### config.mk
export PLATFORM = sky130hd
export DESIGN_NAME = status_led_pattern_controller_core
export DESIGN_NICKNAME = d
export VERILOG_FILES = /design/src/rtl/slpc_pkg.sv /design/src/rtl/status_led_pattern_controller_core.sv
export SDC_FILE = /design/constraint.sdc
export NUM_CORES = 1
export LEC_CHECK = 0
export BUFFER_PORTS_ARGS = -buffer_cell sky130_fd_sc_hd__buf_2
export CORE_AREA = 2 2 153 193
export DETAILED_ROUTE_END_ITERATION = 10
export DIE_AREA = 0 0 155 195
export PLACE_DENSITY = 0.83
export REMOVE_ABC_BUFFERS = 1
export SKIP_LAST_GASP = 1
export SLEW_MARGIN = 10
export SYNTH_ARGS = -nofsm -noshare
export SYNTH_HDL_FRONTEND = slang
export SYNTH_SLANG_ARGS = --single-unit
### constraint.sdc
create_clock -name clk -period 13 [get_ports clk]
set_clock_uncertainty 0.15 [all_clocks]
set_input_delay 0.65 -clock clk [delete_from_list [all_inputs] [get_ports clk]]
set_output_delay 0.65 -clock clk [all_outputs]
set_load 0.02 [all_outputs]
### src/rtl/slpc_pkg.sv
// shared types, codes and constants of the status led pattern controller
package slpc_pkg;

	typedef enum logic [1:0] {
		KIND_TICK   = 2'd0,
		KIND_MODE   = 2'd1,
		KIND_COLOUR = 2'd2,
		KIND_FAIL   = 2'd3
	} kind_t;

	localparam logic [2:0] MODE_OFF          = 3'd0;
	localparam logic [2:0] MODE_PROVISIONING = 3'd1;
	localparam logic [2:0] MODE_BLE          = 3'd2;
	localparam logic [2:0] MODE_CONNECTING   = 3'd3;
	localparam logic [2:0] MODE_CONNECTED    = 3'd4;
	localparam logic [2:0] MODE_UPDATING     = 3'd5;
	localparam logic [2:0] MODE_CUSTOM       = 3'd6;

	localparam logic [2:0] REG_BRIGHTNESS   = 3'd0;
	localparam logic [2:0] REG_SLOW_HALF    = 3'd1;
	localparam logic [2:0] REG_FAST_HALF    = 3'd2;
	localparam logic [2:0] REG_FAIL_HALF    = 3'd3;
	localparam logic [2:0] REG_FAIL_FLASHES = 3'd4;

	localparam logic [7:0]  BRIGHTNESS_RST   = 8'd32;
	localparam logic [15:0] SLOW_HALF_RST    = 16'd500;
	localparam logic [15:0] FAST_HALF_RST    = 16'd100;
	localparam logic [15:0] FAIL_HALF_RST    = 16'd150;
	localparam logic [3:0]  FAIL_FLASHES_RST = 4'd3;

	localparam logic [7:0] LEVEL_FULL  = 8'd255;
	localparam logic [7:0] LEVEL_AMBER = 8'd180;

	localparam int TIMER_WIDTH_DEF = 16;

	typedef struct packed {
		kind_t      kind;
		logic [2:0] mode;
		logic [7:0] red_in;
		logic [7:0] green_in;
		logic [7:0] blue_in;
	} req_item_t;

	typedef struct packed {
		logic [7:0] red_out;
		logic [7:0] green_out;
		logic [7:0] blue_out;
		logic       lit;
		logic       failing;
	} rsp_item_t;

	// c * b / 255 rounded down, via reciprocal: exact for products below 65535
	function automatic logic [7:0] scale_level(input logic [7:0] c, input logic [7:0] b);
		logic [15:0] p;
		logic [16:0] s;
		p = c * b;
		s = {1'b0, p} + {9'd0, p[15:8]} + 17'd1;
		return s[15:8];
	endfunction

endpackage

### src/rtl/status_led_pattern_controller_core.sv
// status led pattern controller: event item in, scaled led drive item out
//
//  channel  direction  handshake              payload
//  req      in         req_valid / req_ready  req_item_t (kind, mode, custom colour)
//  rsp      out        rsp_valid / rsp_ready  rsp_item_t (levels, lit, failing)
//  cfg      in         cfg_valid / cfg_ready  cfg_index, cfg_data (always ready)
//
// one item per cycle while rsp is not stalled: in the input register the state update and
// the 8x8 brightness multiply run, then the item sits in the result register.
// rsp_valid rises as the item moves from the input register into the result register.
// arst_n clears all control state and loads the register reset values.
// a stalled rsp holds the result register; the input register keeps accepting
// as long as its item can move into the result register.
module status_led_pattern_controller_core
	import slpc_pkg::*;
#(
	parameter int TIMER_WIDTH = TIMER_WIDTH_DEF
) (
	input  logic            clk,
	input  logic            arst_n,
	input  logic            req_valid,
	output logic            req_ready,
	input  req_item_t       req,
	output logic            rsp_valid,
	input  logic            rsp_ready,
	output rsp_item_t       rsp,
	input  logic            cfg_valid,
	output logic            cfg_ready,
	input  logic [2:0]      cfg_index,
	input  logic [15:0]     cfg_data
);

	localparam logic [63:0] TIMER_MAX = (64'd1 << TIMER_WIDTH) - 64'd1;

	// configuration
	logic [7:0]  brightness_q;
	logic [15:0] slow_half_q;
	logic [15:0] fast_half_q;
	logic [15:0] fail_half_q;
	logic [3:0]  fail_flashes_q;

	// pattern state
	logic [2:0]             mode_q;
	logic [23:0]            custom_q;
	logic                   blink_on_q;
	logic [TIMER_WIDTH-1:0] timer_q;
	logic                   queued_q;
	logic                   running_q;
	logic [3:0]             flashes_q;

	logic      valid_s1;
	req_item_t item_s1;
	logic      advance;

	function automatic logic [TIMER_WIDTH-1:0] eff_half(input logic [15:0] h);
		logic [63:0] v;
		v = {48'd0, h};
		if (v == 64'd0) begin
			v = 64'd1;
		end
		if (v > TIMER_MAX) begin
			v = TIMER_MAX;
		end
		return v[TIMER_WIDTH-1:0];
	endfunction

	assign cfg_ready = 1'b1;
	assign advance   = !rsp_valid || rsp_ready;
	assign req_ready = !valid_s1 || advance;

	always_ff @(posedge clk or negedge arst_n) begin
		if (!arst_n) begin
			brightness_q   <= BRIGHTNESS_RST;
			slow_half_q    <= SLOW_HALF_RST;
			fast_half_q    <= FAST_HALF_RST;
			fail_half_q    <= FAIL_HALF_RST;
			fail_flashes_q <= FAIL_FLASHES_RST;
		end else if (cfg_valid) begin
			unique case (cfg_index)
				REG_BRIGHTNESS:   brightness_q   <= cfg_data[7:0];
				REG_SLOW_HALF:    slow_half_q    <= cfg_data;
				REG_FAST_HALF:    fast_half_q    <= cfg_data;
				REG_FAIL_HALF:    fail_half_q    <= cfg_data;
				REG_FAIL_FLASHES: fail_flashes_q <= cfg_data[3:0];
				default: ;
			endcase
		end
	end

	// input register
	always_ff @(posedge clk or negedge arst_n) begin
		if (!arst_n) begin
			valid_s1 <= 1'b0;
		end else if (req_ready) begin
			valid_s1 <= req_valid;
		end
	end

	always_ff @(posedge clk) begin
		if (req_ready && req_valid) begin
			item_s1 <= req;
		end
	end

	// next state
	logic [2:0]             mode_d;
	logic [23:0]            custom_d;
	logic                   blink_on_d;
	logic [TIMER_WIDTH-1:0] timer_d;
	logic                   queued_d;
	logic                   running_d;
	logic [3:0]             flashes_d;
	logic [TIMER_WIDTH-1:0] timer_inc;
	logic [TIMER_WIDTH-1:0] half_sel;
	logic                   phase_done;
	logic [3:0]             flashes_start;
	logic [3:0]             flashes_dec;

	assign timer_inc     = timer_q + {{(TIMER_WIDTH-1){1'b0}}, 1'b1};
	assign flashes_start = (fail_flashes_q == 4'd0) ? 4'd1 : fail_flashes_q;
	assign flashes_dec   = flashes_q - 4'd1;

	always_comb begin
		if (running_q) begin
			half_sel = eff_half(fail_half_q);
		end else if (mode_q == MODE_PROVISIONING) begin
			half_sel = eff_half(slow_half_q);
		end else begin
			half_sel = eff_half(fast_half_q);
		end
	end

	assign phase_done = timer_inc >= half_sel;

	always_comb begin
		mode_d     = mode_q;
		custom_d   = custom_q;
		blink_on_d = blink_on_q;
		timer_d    = timer_q;
		queued_d   = queued_q;
		running_d  = running_q;
		flashes_d  = flashes_q;
		unique case (item_s1.kind)
			KIND_TICK: begin
				if (running_q) begin
					timer_d = phase_done ? '0 : timer_inc;
					if (phase_done) begin
						if (blink_on_q) begin
							blink_on_d = 1'b0;
						end else if (flashes_dec != 4'd0) begin
							flashes_d  = flashes_dec;
							blink_on_d = 1'b1;
						end else begin
							// animation over: replay a queued failure or redraw the mode
							blink_on_d = 1'b1;
							if (queued_q) begin
								queued_d  = 1'b0;
								flashes_d = flashes_start;
							end else begin
								running_d = 1'b0;
								flashes_d = flashes_dec;
							end
						end
					end
				end else if (mode_q == MODE_PROVISIONING || mode_q == MODE_CONNECTING ||
						mode_q == MODE_UPDATING) begin
					timer_d    = phase_done ? '0 : timer_inc;
					blink_on_d = blink_on_q ^ phase_done;
				end
			end
			KIND_MODE: begin
				mode_d = item_s1.mode;
				if (!running_q) begin
					blink_on_d = 1'b1;
					timer_d    = '0;
				end
			end
			KIND_COLOUR: begin
				mode_d   = MODE_CUSTOM;
				custom_d = {item_s1.red_in, item_s1.green_in, item_s1.blue_in};
				if (!running_q) begin
					blink_on_d = 1'b1;
					timer_d    = '0;
				end
			end
			KIND_FAIL: begin
				if (running_q) begin
					queued_d = 1'b1;
				end else begin
					running_d  = 1'b1;
					flashes_d  = flashes_start;
					blink_on_d = 1'b1;
					timer_d    = '0;
				end
			end
			default: ;
		endcase
	end

	always_ff @(posedge clk or negedge arst_n) begin
		if (!arst_n) begin
			mode_q     <= MODE_OFF;
			custom_q   <= '0;
			blink_on_q <= 1'b1;
			timer_q    <= '0;
			queued_q   <= 1'b0;
			running_q  <= 1'b0;
			flashes_q  <= '0;
		end else if (valid_s1 && advance) begin
			mode_q     <= mode_d;
			custom_q   <= custom_d;
			blink_on_q <= blink_on_d;
			timer_q    <= timer_d;
			queued_q   <= queued_d;
			running_q  <= running_d;
			flashes_q  <= flashes_d;
		end
	end

	// display after the item
	logic [7:0] r_raw;
	logic [7:0] g_raw;
	logic [7:0] b_raw;
	logic       lit_d;

	always_comb begin
		r_raw = '0;
		g_raw = '0;
		b_raw = '0;
		lit_d = 1'b0;
		if (running_d) begin
			lit_d = blink_on_d;
			r_raw = LEVEL_FULL;
		end else begin
			unique case (mode_d)
				MODE_PROVISIONING: begin
					lit_d = blink_on_d;
					b_raw = LEVEL_FULL;
				end
				MODE_BLE: begin
					lit_d = 1'b1;
					b_raw = LEVEL_FULL;
				end
				MODE_CONNECTING: begin
					lit_d = blink_on_d;
					r_raw = LEVEL_FULL;
					g_raw = LEVEL_AMBER;
				end
				MODE_CONNECTED: begin
					lit_d = 1'b1;
					g_raw = LEVEL_FULL;
				end
				MODE_UPDATING: begin
					lit_d = blink_on_d;
					r_raw = LEVEL_AMBER;
					b_raw = LEVEL_FULL;
				end
				MODE_CUSTOM: begin
					lit_d = 1'b1;
					r_raw = custom_d[23:16];
					g_raw = custom_d[15:8];
					b_raw = custom_d[7:0];
				end
				default: lit_d = 1'b0;
			endcase
		end
		if (!lit_d) begin
			r_raw = '0;
			g_raw = '0;
			b_raw = '0;
		end
	end

	// result register
	always_ff @(posedge clk or negedge arst_n) begin
		if (!arst_n) begin
			rsp_valid <= 1'b0;
		end else if (advance) begin
			rsp_valid <= valid_s1;
		end
	end

	always_ff @(posedge clk) begin
		if (valid_s1 && advance) begin
			rsp.red_out   <= scale_level(r_raw, brightness_q);
			rsp.green_out <= scale_level(g_raw, brightness_q);
			rsp.blue_out  <= scale_level(b_raw, brightness_q);
			rsp.lit       <= lit_d;
			rsp.failing   <= running_d;
		end
	end

`ifndef SYNTHESIS
	a_queue_needs_run: assert property (@(posedge clk) disable iff (!arst_n)
		queued_q |-> running_q)
		else $error("failure queued with no animation running");

	a_flashes_while_running: assert property (@(posedge clk) disable iff (!arst_n)
		running_q |-> flashes_q != 4'd0)
		else $error("failure animation running with no flashes left");

	a_failing_is_red: assert property (@(posedge clk) disable iff (!arst_n)
		rsp_valid && rsp.failing |-> rsp.green_out == 8'd0 && rsp.blue_out == 8'd0)
		else $error("failure item drives green or blue");

	a_unlit_is_dark: assert property (@(posedge clk) disable iff (!arst_n)
		rsp_valid && !rsp.lit |->
			rsp.red_out == 8'd0 && rsp.green_out == 8'd0 && rsp.blue_out == 8'd0)
		else $error("unlit item has nonzero drive");
`endif

endmodule

==> implementation parameters <==
Parameter                              Value

Floorplan
  DIE AREA ... 0.03023 mm²
  Count of pins on the block boundary ... 82
  Core region area ... 0.02823 mm²
  Rows ... 69
  Starting density of the core ... 0.5463
  X dimension of the die ... 155 µm
  Chip Height ... 195 µm

Global routing
  Largest net degree at the start of global routing ... 76
  Sum of overflow across all layers after global routing ... 0
  Initial antenna violation count ... 0
  Via count of the first global-routing pass ... 12600
  Total GRT Usage ... 0.2551
  First-pass GRT wire length ... 61720 µm

Timing
  Total negative slack for setup checks ... 0 ps
  Worst-Margin Slew ... 1022 ps
  Minimum setup slack in the final design ... around 2200 ps
  Finish-stage setup viols ... 0
  Slew margin rel. ... 0.3185
  Final hold violation count ... 0
  Achievable Freq ... between 0.09 and 0.1 GHz
  Worst hold slack ... 16.59 ps
  Unrepaired setup endpoints after global routing ... false
  Minimum period implied by the final worst setup slack ... 10810 ps
  Fraction of the cycle the final worst path needs ... 0.8312
  Final Max Tran Viols ... 0

Detailed routing
  Number of DRC violations after detailed-routing iteration 0 ... 841
  Residual antenna-violating net count after detailed routing ... 0
  Wirelength, routed ... 37330 µm
  Via density ... 5.963
  DRC errors left ... 0
  Count of TritonRoute iterations in the first routing pass ... 5
  Routed via count ... 12050
  Average detailed-routed wire length per instance ... 18.48 µm

Worst setup path
  Cell with the most instances on the worst path ... inv_1
  Critical-path cell with the highest stage delay ... dfrtp_1
  Type of the worst setup path ... flop to flop
  Crit path launch ... running_q
  Worst Setup End Kind ... flop
  Kind of cell with the highest combined delay on the critical path ... compound AO/OA/AOI/OAI gates
  Critical path fanouts, max ... 32
  Type of origin of the critical path ... flop
  Buffering stage count on the worst path with inverters included ... 5
  R2R setup slack ... 2190 ps
  Required arrival time at the worst endpoint ... 13030 ps
  Arrival time at the worst endpoint ... approximately 11000 ps
  Maximum single-stage delay on the critical path ... approximately 990 ps
  Critical R2R Launch ... running_q

Synthesis
  Mean area per synthesized cell ... between 9 and 10 µm²
  Async set-or-reset flop fraction in the synthesized netlist ... 0.6707
  Flip-flop cell with the highest count after synthesis ... dfrtp_1
  EDFF count, synth ... 55
  Number of synthesis warnings ... 0
  Flip-flop and latch count after synthesis ... 167
  Number of instances in the synthesized netlist ... approximately 1600
  Mapped cell area ... 0.01542 mm²
  Cell variety after synth ... 79
  Sequential share of the synthesized area ... 0.2902

Power and ir drop
  Total power ... around 0.0040 W
  Maximum vdd ir drop ... 0.1403 mV
  Pwr Density ... roughly 240 mW/mm²
  P_leak ... 8.065 nW

Clock tree
  Post-CTS setup-driven buffer insertion count ... 0
  Number of H-tree levels ... 4
  Max Buffers Root-to-Sink ... 2
  Clock tree from TritonCTS ... yes
  Clock slew seen by the registers of the worst setup and hold paths ... roughly 70 ps
  Sink Count ... 167
  Insertion delay to the later sink of the worst-skew pair ... 450 ps
  Clock tree root buffer cell ... clkbuf_16
  Number of gates given a new drive strength after cts ... 0
  CTS buffer count ... 17
  CTS hold repair buffers ... 0

Placed design
  PortBufs ... 80
  Detailed-placement wirelength estimate ... 28780 µm
  Routability congestion estimate from global placement ... 0.9169
  Pre-CTS worst setup slack ... 2346 ps
  Total placed instance area ... approximately 0.016 mm²

Layout
  Final design instance area without fill ... between 0.015 and 0.02 mm²
  Relative area change from synthesis to final layout ... 8.494%
  Nets ... 1962
  Share of layout cells above drive strength 1 ... 0.1581
  Fillcell total ... 2271

Worst hold path
  Worst hold-check path type ... input pin to asynchronous set/reset pin

Outcome
  Outcome ... completed

Flow run
  Number of maximum-capacitance constraint violations ... 0
-- final cells by class --
cell class / instances / area [µm²] / share of cell area
Multi-Input combinational cell: 1201 / 10140 / 0.6058
Antenna cell: 1 / 2.502 / 0.0001496
Sequential cell: 167 / 4476 / 0.2675
Inverter: 173 / 649.4 / 0.03881
Tap cell: 355 / 444.2 / 0.02655
Clock inverter: 11 / 88.84 / 0.005309
Clock buffer: 21 / 450.4 / 0.02692
Timing Repair Buffer: 91 / 485.5 / 0.02901
-- cell usage in the layout (no fill, tap or decap), types with 46 or more instances in the layout --
cell | synthesis | routed
mux2_2 | 96 | 96
buf_2 | 1 | 79
o21ai_0 | 46 | 46
nand2_1 | 129 | 129
dfrtp_1 | 95 | 95
fa_1 | 108 | 108
ha_1 | 150 | 150
a21oi_1 | 99 | 99
nor2b_1 | 54 | 54
nor2_1 | 126 | 126
inv_1 | 172 | 172
edfxtp_1 | 55 | 55
-- metrics by stage --
stage | std cells | utilization
floorplan | 1541 | -
global placement | 1987 | 0.5735
detailed placement | 1987 | 0.5735
CTS | 2019 | 0.5926
global route | 2019 | 0.5926
finish | 2020 | 0.5927
-- cells in the mapped netlist, types with 38 or more instances --
cell,instances,area share
edfxtp_1,55,0.11
inv_1,172,0.042
xnor2_1,38,0.022
nor2b_1,54,0.022
dfrtp_1,95,0.15
ha_1,150,0.12
nor2_1,126,0.031
nand2_1,129,0.031
fa_1,108,0.14
and2_1,38,0.015
mux2_2,96,0.070
a21oi_1,99,0.032
o21ai_0,46,0.015
-- final timing paths --
path | endpoint | cells past startpoint
worst max-delay path | rsp[6] | 36
worst min-delay path | fast_half_q[9] | 1
worst max register to register | rsp[6] | 36
worst min register to register | rsp_valid | 1
max in group asynchronous | custom_q[9] | 2
min in group clk | item_s1[11] | 1
-- per-layer routing --
metal	wire length, µm	vias up	track usage
met5	0	-	0
met4	1694	0	0.1183
met2	19220	454	0.4627
met1	14450	5909	0.2970
met3	1965	128	0.03440
li1	-	5554	-
-- power by group --
part           switching [W]  internal [W]  total [W]
clock network       0.000230      0.000253   0.000484
logic                0.00163       0.00110    0.00272
registers           0.000104      0.000706   0.000810
-- registers in the layout, summed over array words and instances (netlist names), 3 cells and up --
register,count
fail_half_q,16
fail_flashes_q,4
flashes_q,4
brightness_q,8
rsp,26
mode_q,3
timer_q,16
custom_q,24
fast_half_q,16
slow_half_q,16
item_s1,29
-- logic make-up (layout without fill, tap and decap cells) --
kind of cell	after synthesis	count (layout)	share of synthesized area
mux	110	110	0.07918
compound gates	269	269	0.1153
simple gates	490	490	0.1569
flops	167	167	0.2902
buf+inv	212	296	0.05257
xor+xnor	69	69	0.04113
fa+ha+maj	262	262	0.2645
other cells	1	2	0.0002432
-- worst register-to-register path: cells and delay by family, from the launching register on --
kind                       cells  cell delay, ps
and+or+nand+nor                9            1850
DFF                            1             990
buffers and inverters          5             370
AOI/OAI and AO/OA             12            3400
adders and majority gates      8            3240
xor gates and xnor gates       2             530
(Power assumes the default switching activity.)
